$ cat src/hw/rtl/esd_pkg.sv
// ----------------------------------------------------------------------------
// Escape decoder package
// Shared widths, character codes, result kinds and transaction structures.
// ----------------------------------------------------------------------------
package esd_pkg;

	localparam int unsigned CH_W      = 8;
	localparam int unsigned LEN_W     = 11;
	localparam int unsigned MAX_BYTES = 1024;

	localparam logic [CH_W-1:0] CH_BSLASH = 8'h5C;
	localparam logic [CH_W-1:0] CH_QUOTE  = 8'h22;
	localparam logic [CH_W-1:0] CH_ZERO   = 8'h30;
	localparam logic [CH_W-1:0] CH_THREE  = 8'h33;
	localparam logic [CH_W-1:0] CH_SEVEN  = 8'h37;
	localparam logic [CH_W-1:0] CH_NINE   = 8'h39;
	localparam logic [CH_W-1:0] CH_LOW_A  = 8'h61;
	localparam logic [CH_W-1:0] CH_LOW_F  = 8'h66;
	localparam logic [CH_W-1:0] CH_UP_A   = 8'h41;
	localparam logic [CH_W-1:0] CH_UP_F   = 8'h46;
	localparam logic [CH_W-1:0] CH_LOW_X  = 8'h78;

	localparam logic [LEN_W-1:0] CAP_MAX     = LEN_W'(MAX_BYTES);
	localparam logic [LEN_W-1:0] CFG_DEFAULT = LEN_W'(1024);

	// KIND_BYTE doubles as "no error" in the error register.
	typedef enum logic [1:0] {
		KIND_BYTE = 2'd0,
		KIND_DONE = 2'd1,
		KIND_BAD  = 2'd2,
		KIND_LONG = 2'd3
	} kind_t;

	typedef struct packed {
		logic [CH_W-1:0] ch;
		logic            is_end;
	} char_item_t;

	typedef struct packed {
		logic [CH_W-1:0]  data_byte;
		kind_t            kind;
		logic [LEN_W-1:0] length;
	} result_t;

endpackage

$ cat src/hw/rtl/esd_if.sv
// ----------------------------------------------------------------------------
// Escape decoder channel interfaces
// Valid/ready channels for input characters and for decoded results.
// ----------------------------------------------------------------------------
interface esd_char_if import esd_pkg::*; ();
	logic            valid;
	logic            ready;
	logic [CH_W-1:0] ch;
	logic            is_end;

	modport source (output valid, ch, is_end, input ready);
	modport sink   (input valid, ch, is_end, output ready);
endinterface

interface esd_res_if import esd_pkg::*; ();
	logic             valid;
	logic             ready;
	logic [CH_W-1:0]  data_byte;
	kind_t            kind;
	logic [LEN_W-1:0] length;

	modport source (output valid, data_byte, kind, length, input ready);
	modport sink   (input valid, data_byte, kind, length, output ready);
endinterface

$ cat src/hw/rtl/esd_in_stage.sv
// ----------------------------------------------------------------------------
// Escape decoder input stage
// Registers one input transaction and holds it until the core takes it.
// ----------------------------------------------------------------------------
module esd_in_stage import esd_pkg::*; (
	input  logic        clk,
	input  logic        arst_n,
	esd_char_if.sink    in,
	input  logic        take,
	output logic        valid_s1,
	output char_item_t  item_s1
);

	assign in.ready = !valid_s1 || take;

	always_ff @(posedge clk or negedge arst_n) begin
		if (!arst_n) begin
			valid_s1 <= 1'b0;
		end else if (in.ready) begin
			valid_s1 <= in.valid;
		end
	end

	always_ff @(posedge clk) begin
		if (in.ready && in.valid) begin
			item_s1.ch     <= in.ch;
			item_s1.is_end <= in.is_end;
		end
	end

endmodule

$ cat src/hw/rtl/esd_core.sv
// ----------------------------------------------------------------------------
// Escape decoder core
// Parses one registered character per cycle unless a pending result blocks it, and writes the result register.
// ----------------------------------------------------------------------------
module esd_core import esd_pkg::*; (
	input  logic             clk,
	input  logic             arst_n,
	input  logic             valid_s1,
	input  char_item_t       item_s1,
	input  logic [LEN_W-1:0] max_length,
	output logic             take,
	esd_res_if.source        out
);

	typedef enum logic [2:0] {
		M_NORMAL = 3'd0,
		M_ESCAPE = 3'd1,
		M_OCT2   = 3'd2,
		M_OCT3   = 3'd3,
		M_HEX1   = 3'd4,
		M_HEX2   = 3'd5,
		M_SKIP   = 3'd6
	} mode_t;

	mode_t            mode_q, mode_d;
	logic [CH_W-1:0]  part_q, part_d;
	logic [LEN_W-1:0] cnt_q, cnt_d;
	kind_t            err_q, err_d;
	logic             res_valid_q;
	result_t          res_q, res_d;
	logic             res_gen;
	logic             emit;
	logic             fail;
	logic [CH_W-1:0]  emit_val;
	logic [LEN_W-1:0] cap;
	logic [4:0]       hex;
	logic             oct_ok;
	logic             out_free;

	function automatic logic [4:0] hex_decode(input logic [CH_W-1:0] c);
		logic [4:0] r;
		r = 5'b0;
		if (c >= CH_ZERO && c <= CH_NINE) begin
			r = {1'b1, c[3:0]};
		end else if ((c >= CH_LOW_A && c <= CH_LOW_F) || (c >= CH_UP_A && c <= CH_UP_F)) begin
			r = {1'b1, c[3:0] + 4'd9};
		end
		return r;
	endfunction

	assign cap      = (max_length > CAP_MAX) ? CAP_MAX : max_length;
	assign hex      = hex_decode(item_s1.ch);
	assign oct_ok   = (item_s1.ch >= CH_ZERO) && (item_s1.ch <= CH_SEVEN);
	assign out_free = !res_valid_q || out.ready;

	always_comb begin
		mode_d   = mode_q;
		part_d   = part_q;
		cnt_d    = cnt_q;
		err_d    = err_q;
		res_gen  = 1'b0;
		res_d    = '0;
		emit     = 1'b0;
		fail     = 1'b0;
		emit_val = item_s1.ch;
		if (item_s1.is_end) begin
			res_gen = 1'b1;
			if (err_q == KIND_LONG) begin
				res_d.kind = KIND_LONG;
			end else if (err_q == KIND_BAD || mode_q != M_NORMAL) begin
				res_d.kind   = KIND_BAD;
				res_d.length = cnt_q;
			end else begin
				res_d.kind   = KIND_DONE;
				res_d.length = cnt_q;
			end
			mode_d = M_NORMAL;
			part_d = '0;
			cnt_d  = '0;
			err_d  = KIND_BYTE;
		end else begin
			unique case (mode_q)
				M_NORMAL: begin
					if (item_s1.ch == CH_BSLASH) begin
						mode_d = M_ESCAPE;
					end else begin
						emit = 1'b1;
					end
				end
				M_ESCAPE: begin
					if (item_s1.ch == CH_BSLASH || item_s1.ch == CH_QUOTE) begin
						emit = 1'b1;
					end else if (item_s1.ch >= CH_ZERO && item_s1.ch <= CH_THREE) begin
						part_d = {6'b0, item_s1.ch[1:0]};
						mode_d = M_OCT2;
					end else if (item_s1.ch == CH_LOW_X) begin
						part_d = '0;
						mode_d = M_HEX1;
					end else begin
						fail = 1'b1;
					end
				end
				M_OCT2: begin
					if (oct_ok) begin
						part_d = {part_q[4:0], item_s1.ch[2:0]};
						mode_d = M_OCT3;
					end else begin
						fail = 1'b1;
					end
				end
				M_OCT3: begin
					emit_val = {part_q[4:0], item_s1.ch[2:0]};
					emit     = oct_ok;
					fail     = !oct_ok;
				end
				M_HEX1: begin
					if (hex[4]) begin
						part_d = {4'b0, hex[3:0]};
						mode_d = M_HEX2;
					end else begin
						fail = 1'b1;
					end
				end
				M_HEX2: begin
					emit_val = {part_q[3:0], hex[3:0]};
					emit     = hex[4];
					fail     = !hex[4];
				end
				M_SKIP: begin
					mode_d = M_SKIP;
				end
				default: begin
					mode_d = M_SKIP;
				end
			endcase
			if (emit) begin
				mode_d = M_NORMAL;
				part_d = '0;
				if (cnt_q >= cap) begin
					err_d  = KIND_LONG;
					mode_d = M_SKIP;
				end else begin
					cnt_d           = cnt_q + LEN_W'(1);
					res_gen         = 1'b1;
					res_d.data_byte = emit_val;
					res_d.kind      = KIND_BYTE;
				end
			end
			if (fail) begin
				err_d  = KIND_BAD;
				mode_d = M_SKIP;
			end
		end
	end

	assign take = valid_s1 && (out_free || !res_gen);

	always_ff @(posedge clk or negedge arst_n) begin
		if (!arst_n) begin
			mode_q      <= M_NORMAL;
			part_q      <= '0;
			cnt_q       <= '0;
			err_q       <= KIND_BYTE;
			res_valid_q <= 1'b0;
		end else begin
			if (take) begin
				mode_q <= mode_d;
				part_q <= part_d;
				cnt_q  <= cnt_d;
				err_q  <= err_d;
			end
			if (out_free) begin
				res_valid_q <= take && res_gen;
			end
		end
	end

	always_ff @(posedge clk) begin
		if (out_free && take && res_gen) begin
			res_q <= res_d;
		end
	end

	assign out.valid     = res_valid_q;
	assign out.data_byte = res_q.data_byte;
	assign out.kind      = res_q.kind;
	assign out.length    = res_q.length;

	a_err_skips: assert property (@(posedge clk) disable iff (!arst_n)
		(err_q != KIND_BYTE) |-> (mode_q == M_SKIP))
		else $error("error recorded but parser not skipping");

	a_count_cap: assert property (@(posedge clk) disable iff (!arst_n)
		cnt_q <= CAP_MAX)
		else $error("byte count beyond buffer capacity");

	a_end_clears: assert property (@(posedge clk) disable iff (!arst_n)
		(take && item_s1.is_end) |=> (mode_q == M_NORMAL && cnt_q == '0 && err_q == KIND_BYTE))
		else $error("end marker did not clear string state");

	a_long_zero: assert property (@(posedge clk) disable iff (!arst_n)
		(res_valid_q && res_q.kind == KIND_LONG) |-> (res_q.length == '0))
		else $error("too-long result carries a length");

	a_no_overwrite: assert property (@(posedge clk) disable iff (!arst_n)
		(res_valid_q && !out.ready) |=> (res_valid_q && $stable(res_q)))
		else $error("pending result lost or changed");

endmodule

$ cat src/hw/rtl/escaped_string_to_bytes.sv
// ----------------------------------------------------------------------------
// Escaped string to bytes decoder
// Decodes a character stream with C-style escapes into raw bytes and status.
// ----------------------------------------------------------------------------
//  channel   direction  fields
//  in        sink       ch[7:0], is_end
//  out       source     data_byte[7:0], kind[1:0], length[10:0]
//  cfg       write      cfg_wr_en, cfg_wr_data[10:0] (max_length)
//
// One character is accepted per cycle unless the output stalls; its result is
// presented once it has passed from the input register to the result register.
// The parser state updates once per character.
// Reset clears the parser state and sets max_length to 1024.
// A stalled output holds its result while one more character waits in the input
// register; input stalls only when that character would produce a result too.
// ----------------------------------------------------------------------------
module escaped_string_to_bytes import esd_pkg::*; (
	input  logic             clk,
	input  logic             arst_n,
	esd_char_if.sink         in,
	esd_res_if.source        out,
	input  logic             cfg_wr_en,
	input  logic [LEN_W-1:0] cfg_wr_data
);

	logic [LEN_W-1:0] max_length_q;
	logic             take;
	logic             valid_s1;
	char_item_t       item_s1;

	always_ff @(posedge clk or negedge arst_n) begin
		if (!arst_n) begin
			max_length_q <= CFG_DEFAULT;
		end else if (cfg_wr_en) begin
			max_length_q <= cfg_wr_data;
		end
	end

	esd_in_stage u_in_stage (
		.clk      (clk),
		.arst_n   (arst_n),
		.in       (in),
		.take     (take),
		.valid_s1 (valid_s1),
		.item_s1  (item_s1)
	);

	esd_core u_core (
		.clk        (clk),
		.arst_n     (arst_n),
		.valid_s1   (valid_s1),
		.item_s1    (item_s1),
		.max_length (max_length_q),
		.take       (take),
		.out        (out)
	);

endmodule
$ cat src/flat_wrapper.sv
// flat-port wrapper written by rule: the top's interface ports become plain ports
module escaped_string_to_bytes_flat import esd_pkg::*;
  (clk, arst_n, cfg_wr_en, cfg_wr_data, in_valid, in_ch, in_is_end, in_ready, out_valid, out_data_byte, out_kind, out_length, out_ready);
  esd_char_if in_i ();
  esd_res_if out_i ();
  input  logic clk;
  input  logic arst_n;
  input  logic cfg_wr_en;
  input  logic [LEN_W-1:0] cfg_wr_data;
  input wire logic [$bits(in_i.valid)-1:0] in_valid;
  input wire logic [$bits(in_i.ch)-1:0] in_ch;
  input wire logic [$bits(in_i.is_end)-1:0] in_is_end;
  output wire logic [$bits(in_i.ready)-1:0] in_ready;
  output wire logic [$bits(out_i.valid)-1:0] out_valid;
  output wire logic [$bits(out_i.data_byte)-1:0] out_data_byte;
  output wire logic [$bits(out_i.kind)-1:0] out_kind;
  output wire logic [$bits(out_i.length)-1:0] out_length;
  input wire logic [$bits(out_i.ready)-1:0] out_ready;
  assign in_i.valid = in_valid;
  assign in_i.ch = in_ch;
  assign in_i.is_end = in_is_end;
  assign in_ready = in_i.ready;
  assign out_valid = out_i.valid;
  assign out_data_byte = out_i.data_byte;
  assign out_kind = out_i.kind;
  assign out_length = out_i.length;
  assign out_i.ready = out_ready;
  escaped_string_to_bytes u_core (.clk(clk), .arst_n(arst_n), .in(in_i), .out(out_i), .cfg_wr_en(cfg_wr_en), .cfg_wr_data(cfg_wr_data));
endmodule
$ cat config.mk
export PLATFORM = sky130hd
export DESIGN_NAME = escaped_string_to_bytes_flat
export DESIGN_NICKNAME = d
export VERILOG_FILES = /design/src/hw/rtl/esd_pkg.sv /design/src/hw/rtl/esd_if.sv /design/src/hw/rtl/esd_in_stage.sv /design/src/hw/rtl/esd_core.sv /design/src/hw/rtl/escaped_string_to_bytes.sv /design/src/flat_wrapper.sv
export SDC_FILE = /design/constraint.sdc
export NUM_CORES = 1
export LEC_CHECK = 0
export BUFFER_PORTS_ARGS = -buffer_cell sky130_fd_sc_hd__buf_2
export CAP_MARGIN = 20
export CORE_MARGIN = 4
export CORE_UTILIZATION = 55
export DETAILED_ROUTE_END_ITERATION = 7
export PLACE_DENSITY = 0.74
export SLEW_MARGIN = 20
export SYNTH_ARGS = -nofsm -noshare
export SYNTH_HDL_FRONTEND = slang
export SYNTH_SLANG_ARGS = --single-unit
$ cat constraint.sdc
create_clock -name clk -period 3.5 [get_ports clk]
set_input_delay 0.35 -clock clk [delete_from_list [all_inputs] [get_ports clk]]
set_output_delay 0.35 -clock clk [all_outputs]
set_load 0.005 [all_outputs]
==> results of run 1 <==
==> area by class of cell <==
cell class	instances	area (µm²)	share of cell area, %
clock inverter	7	103	2.54
clock buffer	9	124	3.07
timing repair buffer	48	243	6.02
tap	75	93.8	2.33
sequential	64	1750	43.5
multi-input combinational	237	1660	41.2
inverter	14	52.6	1.30
==> final timing paths <==
| check | to | slack [ns] | cells past startpoint |
|---|---|---|---|
| max | in_ready | 0.16 | 10 |
| min | u_core.u_core.cnt_q[6] | 0.07 | 1 |
| max reg2reg | u_core.u_in_stage.item_s1[0] | 0.34 | 9 |
| min reg2reg | u_core.max_length_q[1] | 0.52 | 1 |
| max in group asynchronous | u_core.u_in_stage.valid_s1 | 2.94 | 1 |
| min in group clk | u_core.u_in_stage.item_s1[8] | 0.19 | 1 |
==> registers in the layout, summed over array words and instances, names as in the netlist, 3 cells and up <==
name and flops:
u_core.u_in_stage.item_s1 9, u_core.u_core.part_q 5, u_core.u_core.out.length 11, u_core.u_core.mode_q 3, u_core.u_core.cnt_q 11, u_core.max_length_q 11, u_core.u_core.out.data_byte 8
==> cell usage after synthesis (2+ instances only) <==
master	number	area share (%)
a2111oi_0	2	0.50
a211oi_1	2	0.43
a21oi_1	25	3.6
a22oi_1	5	1.1
a32o_1	2	0.57
and2_1	13	2.3
and3_1	4	0.71
buf_1	2	0.21
buf_2	2	0.28
clkbuf_1	9	0.96
dfrtp_1	33	24
edfxtp_1	30	26
ha_1	16	5.7
inv_1	13	1.4
mux2_1	4	1.3
mux2_2	11	3.5
mux2i_1	4	1.1
nand2_1	36	3.8
nand2b_1	4	0.71
nand3_1	8	1.1
nand4_1	6	1.1
nor2_1	19	2.0
nor2b_1	5	0.89
nor3_1	4	0.57
nor3b_1	2	0.43
nor4_1	4	0.71
o21ai_0	14	2.0
o221ai_1	4	1.0
o41ai_1	2	0.50
or2_2	5	0.89
or3_1	5	0.89
xor2_1	2	0.50
==> power groups by stage <==
stage | clock (mW) | combinational [mW] | sequential [mW]
floorplan | 0 | 0.511 | 1.05
global placement | 0 | 0.670 | 1.10
detailed placement | 0 | 0.684 | 1.10
CTS | 0.729 | 0.689 | 1.09
global route | 0.763 | 0.782 | 1.11
finish | 0.713 | 0.691 | 1.09
==> kinds of logic after synthesis <==
logic type,Yosys count,synth area share [%]
flops,64,49.9
mux,19,5.95
xor+xnor,2,0.499
fa+ha+maj,16,5.70
buf+inv,27,2.96
simple gates,121,18.3
compound gates,79,16.7
==> worst max-delay path: stages (launching register included) <==
cell       delay [ns]
dfstp_2          0.53
inv_1            0.14
ha_1             0.34
a2111oi_1        0.48
o221ai_1         0.23
a21oi_1          0.21
or2_2            0.19
a21oi_4          0.10
nor3b_2          0.25
inv_1            0.06
buf_2            0.12
==> per-stage QoR <==
stage	power (mW)	cell area [µm²]	std cells	hold slack [ns]	setup WS (ns)
after global routing	2.65	4030	454	0.119	0.000687
final	2.49	4030	454	0.0671	0.161
after CTS	2.50	4030	454	0.0855	0.0611
after global placement	1.77	3800	438	0.460	0.514
after detailed placement	1.78	3800	438	0.461	0.354
after floorplan	1.57	3510	328	0.0544	0.479
==> routing by layer <==
metal	global-route usage, %	wire length, µm
met4	8.79	137
met2	29.1	3100
met1	29.8	3410
met5	0	0
met3	3.57	443
==> metrics, run 1 <==
crit path DAT 2.99 ns; # Max-Cap Violations 0; nets@finish 415; worst r2r src u_core.u_in_stage.item_s1[2]; Slew Limit Fails 0; prevailing post-synth register cell dfrtp_1; Final Cycle Share 95.4%; Row Count 28; status complete, no violations; Fillers 494; Ys Warns 0; Setup CP Type flip-flop to primary output; Clk Latency, worst-skew pair 0.34 ns; First-pass DRT Iterations 6; number of synthesized flops with an enable pin 30; I/O pins 48; DRC 0; global route overflow 0; post-DP HPWL 5150 µm; clock buffer depth 2; Worst-path clk slew 0.08 ns; max_slew headroom 49.6%; internal cell power 1.64 mW; Root Driver clkbuf_8; Final Core Density 66.5%; PortBufs 47; via density per instance 5.90; CP Capture Type primary output; Syn Nets 369; Setup-failing EPs final 0; asr flop ratio synth 53.1%; first-pass GRT wire length 12100 µm; min-delay worst type input pin to asynchronous set/reset pin; initial antenna violation count 0; synthesized cell area 3510 µm²; Seq pwr share 43.6%; Logic pwr share 27.7%; DIE WIDTH 87.9 µm; post-CTS setup buffer count 0; vias in the first global route 2554; commonest cells after routing, fill and taps aside 47 x buf_2, 36 x nand2_1, 33 x dfrtp_1; CP Launch Type flip-flop; largest net degree at the start of global routing 35; core area 6060 µm²; Vert. Die Dim 87.9 µm; Placer Congestion 0.962; H-Tree Depth 3; Final Hold Violating Endpoints 0; routed length per placed instance 15.6 µm; crit path launch u_core.max_length_q[10]; initial core utilization 58.0%; post-route clock skew 0.0143 ns; via count 2679; CTS buffer count 9; Routed WL 7090 µm; # diodes 0; P&R area growth vs syn 14.7%; Synth Instances 328; commonest non-fill, non-tap cell in the layout buf_2; Yosys reg bits 64; die area 7730 µm²; syn avg cell area 10.7 µm²; register area share after synthesis 49.9%; Sw Pwr 848 µW; Crit Path Max Fanout 11; Cell Pwr Density 618 nW/µm²; Max Fclk 0.300 GHz; GRT Util Overall 20.2%; CP Data Required Time 3.15 ns; setup TNS 0 ns; TritonCTS clock tree built; RSZ-0062 raised after global routing no; peak supply drop 0.481 mV; static leakage 1.71 nW; clock power share 28.6%; clk sinks 64; worst slew pin tran 0.757 ns; cts hold-fix bufs 0; share of post-route cells with drive strength above 1 24.8%; ANT nets after route 0; Final Critical Period 3.34 ns; Starting DRT DRC Count 209; switch share 34.0%; Yosys cell types 63; cts repair resizes 1
No activity file was read; power rests on OpenSTA's default activity.
==> run 2, diff against run 1 <==
--- a/config.mk
+++ b/config.mk
@@ -7,10 +7,13 @@
 export LEC_CHECK = 0
 export BUFFER_PORTS_ARGS = -buffer_cell sky130_fd_sc_hd__buf_2
 export CAP_MARGIN = 20
+export CELL_PAD_IN_SITES_DETAIL_PLACEMENT = 1
+export CELL_PAD_IN_SITES_GLOBAL_PLACEMENT = 1
 export CORE_MARGIN = 4
-export CORE_UTILIZATION = 55
+export CORE_UTILIZATION = 47
+export CTS_BUF_LIST = sky130_fd_sc_hd__clkbuf_8
 export DETAILED_ROUTE_END_ITERATION = 7
-export PLACE_DENSITY = 0.74
+export PLACE_DENSITY = 0.79
 export SLEW_MARGIN = 20
 export SYNTH_ARGS = -nofsm -noshare
 export SYNTH_HDL_FRONTEND = slang
==> run 2 against run 1 <==
Routed wire length rose by 20%. Hold slack better by 0.0092 ns. Register-to-register slack worse by 0.03 ns. Largest cell class unchanged.
==> metrics, run 2 (same netlist as run 1, synthesis figures left out) <==
Final Cycle Share 92.4%; peak supply drop 0.355 mV; largest net degree at the start of global routing 35; clk sinks 64; static leakage 1.73 nW; die area 8920 µm²; crit-path cells inv_1, ha_1, a2111oi_2, o221ai_1, a21oi_1, or2_2, a21oi_4, nor3b_2, inv_1, buf_2; GRT Util Overall 20.8%; Slew Limit Fails 0; crit path DAT 2.88 ns; Non-Filler Instances 479; Placer Congestion 0.902; RSZ-0062 raised after global routing no; DIE WIDTH 94.5 µm; via count 2806; busiest grt layer met2; min-delay worst type input pin to asynchronous set/reset pin; Critical Path Slowest Stage Cell dfstp_2; Starting DRT DRC Count 181; routed length per placed instance 17.8 µm; Buf/Inv on CP 3; Cell Pwr Density 633 nW/µm²; vias in the first global route 2901; CP Capture Type primary output; initial core utilization 48.4%; worst reg2reg setup slack 0.31 ns; slowest cell delay on critical path 0.53 ns; Root Driver clkbuf_8; Routed WL 8500 µm; worst r2r src u_core.u_in_stage.item_s1[1]; TritonCTS clock tree built; post-DP HPWL 6040 µm; core area 7250 µm²; Final Critical Period 3.23 ns; Final Hold Violating Endpoints 0; max_slew headroom 48.8%; Top cell by count, worst path inv_1; commonest non-fill, non-tap cell in the layout buf_2; First-pass DRT Iterations 4; grt met2 use 32.1%; status complete, no violations; share of post-route cells with drive strength above 1 24.7%; # diodes 0; # Max-Cap Violations 0; commonest cells after routing, fill and taps aside 47 x buf_2, 36 x nand2_1, 33 x dfrtp_1; global route overflow 0; Row Count 31; Setup CP Type flip-flop to primary output; CP Data Required Time 3.15 ns; FF-to-FF path depth 9; DRC 0; Fillers 807; Clk Latency, worst-skew pair 0.34 ns; ANT nets after route 0; nets@finish 416; worst slew pin tran 0.768 ns; initial antenna violation count 0; cts repair resizes 1; I/O pins 48; placed cells 463; post-CTS setup buffer count 0; H-Tree Depth 3; reg2reg end u_core.u_in_stage.item_s1[4]; Final WS setup 0.268 ns; Crit Path Max Fanout 11; Max Fclk 0.309 GHz; CP Launch Type flip-flop; first-pass GRT wire length 14400 µm; Worst-path clk slew 0.07 ns; Vert. Die Dim 94.5 µm; post-route clock skew 0.00804 ns; PortBufs 47; via density per instance 5.86; Setup-failing EPs final 0; Worst path top cell family by delay compound AO/OA/AOI/OAI gates; GRT met1 Usage 29.3%; clock buffer depth 2; met3 Use GR 3.11%; cts hold-fix bufs 0; CTS buffer count 9; setup TNS 0 ns; P&R area growth vs syn 16.2%; Placement Setup Slack 0.324 ns
[run 2: cell count changes in the layout (fill, tap and decap cells not counted)]
cell,before,now
inv_6,2,0
inv_1,13,14
clkinv_4,2,1
clkinv_1,0,1
clkinv_2,0,1
bufinv_16,2,3
clkinvlp_4,1,0
buf_4,1,2
a2111oi_1,1,0
a2111oi_2,1,2
[run 2: how the worst max path moves through the flow]
| stage | startpoint | to | slack [ns] | cells after the start |
|---|---|---|---|---|
| final | u_core.max_length_q[10] | in_ready | 0.27 | 10 |
| after global routing | u_core.max_length_q[10] | in_ready | 0.02 | 10 |
| after CTS | u_core.max_length_q[10] | in_ready | 0.06 | 10 |
| after detailed placement | u_core.u_in_stage.item_s1[1] | u_core.u_in_stage.item_s1[2] | 0.32 | 9 |
| after global placement | u_core.max_length_q[10] | u_core.u_core.cnt_q[7] | 0.49 | 9 |
| after floorplan | u_core.max_length_q[10] | u_core.u_core.out.data_byte[0] | 0.48 | 10 |
[run 2: stage by stage]
stage	utilization [%]	hold WS [ns]	area, µm²	power, mW
2_1_floorplan	-	0.0544	3510	1.57
4_1_cts	56.1	0.109	4070	2.59
6_report	56.3	0.0763	4080	2.58
3_5_place_dp	52.9	0.482	3840	1.81
5_1_grt	56.3	0.146	4080	2.73
3_3_place_gp	52.9	0.473	3840	1.79
[run 2: report_power, final]
| part | switching (mW) | internal, mW | total, mW |
|---|---|---|---|
| clock network | 0.296 | 0.468 | 0.764 |
| logic | 0.443 | 0.283 | 0.726 |
| registers | 0.139 | 0.955 | 1.09 |
| total | 0.878 | 1.71 | 2.58 |
[run 2: per-layer routing]
metal	vias to the layer above	part of all wire [%]	wire [µm]
met1	1383	47	4000
met3	12	5.1	436
met4	0	1.7	148
met2	97	46	3920
li1	1314	-	-
met5	-	0	0
[run 2: cell type report]
cell class              count  area (µm²)  share of cell area [%]
flip-flops and latches     64        1750                    42.9
clock inverters             7         111                    2.73
well taps                  99         124                    3.03
inverters                  14        52.6                    1.29
clock buffers               9         124                    3.03
repair buffers             49         250                    6.13
multi-input cells         237        1670                    40.9
==> run 3, diff against run 2 <==
--- a/config.mk
+++ b/config.mk
@@ -10,10 +10,10 @@
 export CELL_PAD_IN_SITES_DETAIL_PLACEMENT = 1
 export CELL_PAD_IN_SITES_GLOBAL_PLACEMENT = 1
 export CORE_MARGIN = 4
-export CORE_UTILIZATION = 47
+export CORE_UTILIZATION = 42
 export CTS_BUF_LIST = sky130_fd_sc_hd__clkbuf_8
 export DETAILED_ROUTE_END_ITERATION = 7
-export PLACE_DENSITY = 0.79
+export PLACE_DENSITY = 0.75
 export SLEW_MARGIN = 20
 export SYNTH_ARGS = -nofsm -noshare
 export SYNTH_HDL_FRONTEND = slang
==> constraint.sdc (replaced) <==
create_clock -name clk -period 2.6 [get_ports clk]
set_input_delay 0.26 -clock clk [delete_from_list [all_inputs] [get_ports clk]]
set_output_delay 0.26 -clock clk [all_outputs]
set_load 0.005 [all_outputs]
==> run 3 against run 2 <==
The flow now finishes with violations (negative setup slack). Cell count up 13%. Clock power up 31%. Utilization up 4.2 points. Via count up 13%. Worst setup slack worse by 0.74 ns. Non-clock buffer count up 55. Global-route usage up 2.9 points. Register-to-register slack worse by 0.76 ns. Power up 59%.
==> metrics, run 3 (same netlist as run 1, synthesis figures left out) <==
status finished with violations; failing checks negative setup slack; via count 3175; post-DP HPWL 6610 µm; Final Core Density 60.5%; PortBufs 47; Logic pwr share 40.7%; Final Hold Violating Endpoints 0; Setup CP Type flip-flop to primary output; initial core utilization 43.0%; clk sinks 64; met3 Use GR 6.10%; Clk Latency, worst-skew pair 0.37 ns; busiest grt layer met2; core area 8180 µm²; worst slew pin tran 0.801 ns; die area 9890 µm²; first-pass GRT wire length 18000 µm; Setup-failing EPs final 61; Final Cycle Share 118%; Starting DRT DRC Count 186; clock buffer depth 2; grt met2 use 38.8%; RSZ-0062 raised after global routing yes; largest net degree at the start of global routing 35; Placer Congestion 0.822; GRT Util Overall 23.7%; commonest cells after routing, fill and taps aside 46 x buf_2, 37 x buf_4, 33 x dfrtp_1; Root Driver clkbuf_8; Final Critical Period 3.07 ns; Final WS setup -0.469 ns; min-delay worst type input pin to flip-flop; share of post-route cells with drive strength above 1 46.8%; vias in the first global route 3338; initial antenna violation count 0; worst hold start in_ch[0]; worst r2r src u_core.max_length_q[10]; ANT nets after route 0; # Max-Cap Violations 0; DIE WIDTH 99.5 µm; slowest cell delay on critical path 0.56 ns; Critical Path Slowest Stage Cell dfstp_2; peak supply drop 0.456 mV; Routed WL 11800 µm; Min Hold Slack 0.0762 ns; nets@finish 472; CP Capture Type primary output; switch share 36.9%; max_slew headroom 46.6%; Row Count 33; P&R area growth vs syn 40.8%; CP Launch Type flip-flop; clock power share 24.4%; Vert. Die Dim 99.5 µm; total power 4.12 mW; crit-path cells clkinvlp_4, buf_4, buf_6, nand2_1, ha_1, a211o_1, a21oi_2, or2_4, a21oi_4, nor3b_2, buf_4, inv_2, buf_6; placed cells 505; CTS buffer count 9; Slew Limit Fails 0; H-Tree Depth 3; via density per instance 5.87; global route overflow 0; static leakage 2.09 nW; commonest non-fill, non-tap cell in the layout buf_2; Cell Pwr Density 832 nW/µm²; TritonCTS clock tree built; CP Data Required Time 2.34 ns; Seq pwr share 34.9%; GRT met1 Usage 29.6%; Sw Pwr 1.52 mW; crit path launch u_core.max_length_q[10]; Non-Filler Instances 541; post-route clock skew 0.0224 ns; Max Fclk 0.326 GHz; internal cell power 2.60 mW; I/O pins 48; # diodes 0; Worst-path clk slew 0.08 ns; routed length per placed instance 21.7 µm; First-pass DRT Iterations 4; Crit Path Max Fanout 4; crit path DAT 2.81 ns; DRC 0
-- run 3: critical path: cells and delay by family (launching register included) --
family | cells | cell delay [ns]
AOI/OAI and AO/OA | 3 | 0.52
adders and majority gates | 1 | 0.25
buffers and inverters | 6 | 0.71
DFF | 1 | 0.56
and+or+nand+nor | 3 | 0.43
-- run 3: repair_timing --
action                                  in CTS  in global routing
cloned                                       3                  1
endpoints found under the hold margin       15                  0
hold buffers                                 1                  0
buffers inserted                            15                  5
endpoints found under the setup margin      44                 62
pin swaps                                   25                 12
gates resized for setup                     50                 41
-- run 3: cell type report --
cell class	instances	area, µm²
Sequential cell	64	1750
Inverter	14	60.1
Fill cell	876	3230
Tap cell	105	131
Timing Repair Buffer	104	761
Clock buffer	9	124
Multi-Input combinational cell	238	2010
Clock inverter	7	105
-- run 3: stage by stage --
stage | area (µm²) | setup TNS [ns] | setup slack (ns)
2_1_floorplan | 3550 | 0 | 0.00281
5_1_grt | 4950 | -27.03 | -0.588
3_5_place_dp | 4160 | -5.22 | -0.159
3_3_place_gp | 4160 | -1.48 | -0.0587
4_1_cts | 4800 | -6.28 | -0.276
6_report | 4950 | -19.86 | -0.469
-- run 3: power groups by stage --
stage / Combinational (mW) / Sequential [mW] / Clock, mW
after CTS: 1.49 / 1.43 / 1.00
final: 1.68 / 1.44 / 1.00
after floorplan: 0.704 / 1.42 / 0
after global routing: 1.80 / 1.46 / 1.07
after global placement: 1.22 / 1.43 / 0
after detailed placement: 1.26 / 1.44 / 0
-- run 3: final timing paths --
path | to | slack, ns | depth (start not counted)
hold / removal | u_core.u_in_stage.item_s1[1] | 0.08 | 1
min in group asynchronous | u_core.u_core.cnt_q[6] | 0.54 | 2
max in group asynchronous | u_core.max_length_q[0] | 1.53 | 2
hold reg to reg | u_core.max_length_q[0] | 0.52 | 1
setup reg to reg | u_core.u_core.cnt_q[7] | -0.45 | 12
setup / recovery | in_ready | -0.47 | 13
-- run 3: layer usage --
metal | wire length [µm] | share of wire [%]
met5 | 0 | 0
met4 | 464 | 3.9
met3 | 803 | 6.8
met2 | 5770 | 49
met1 | 4720 | 40
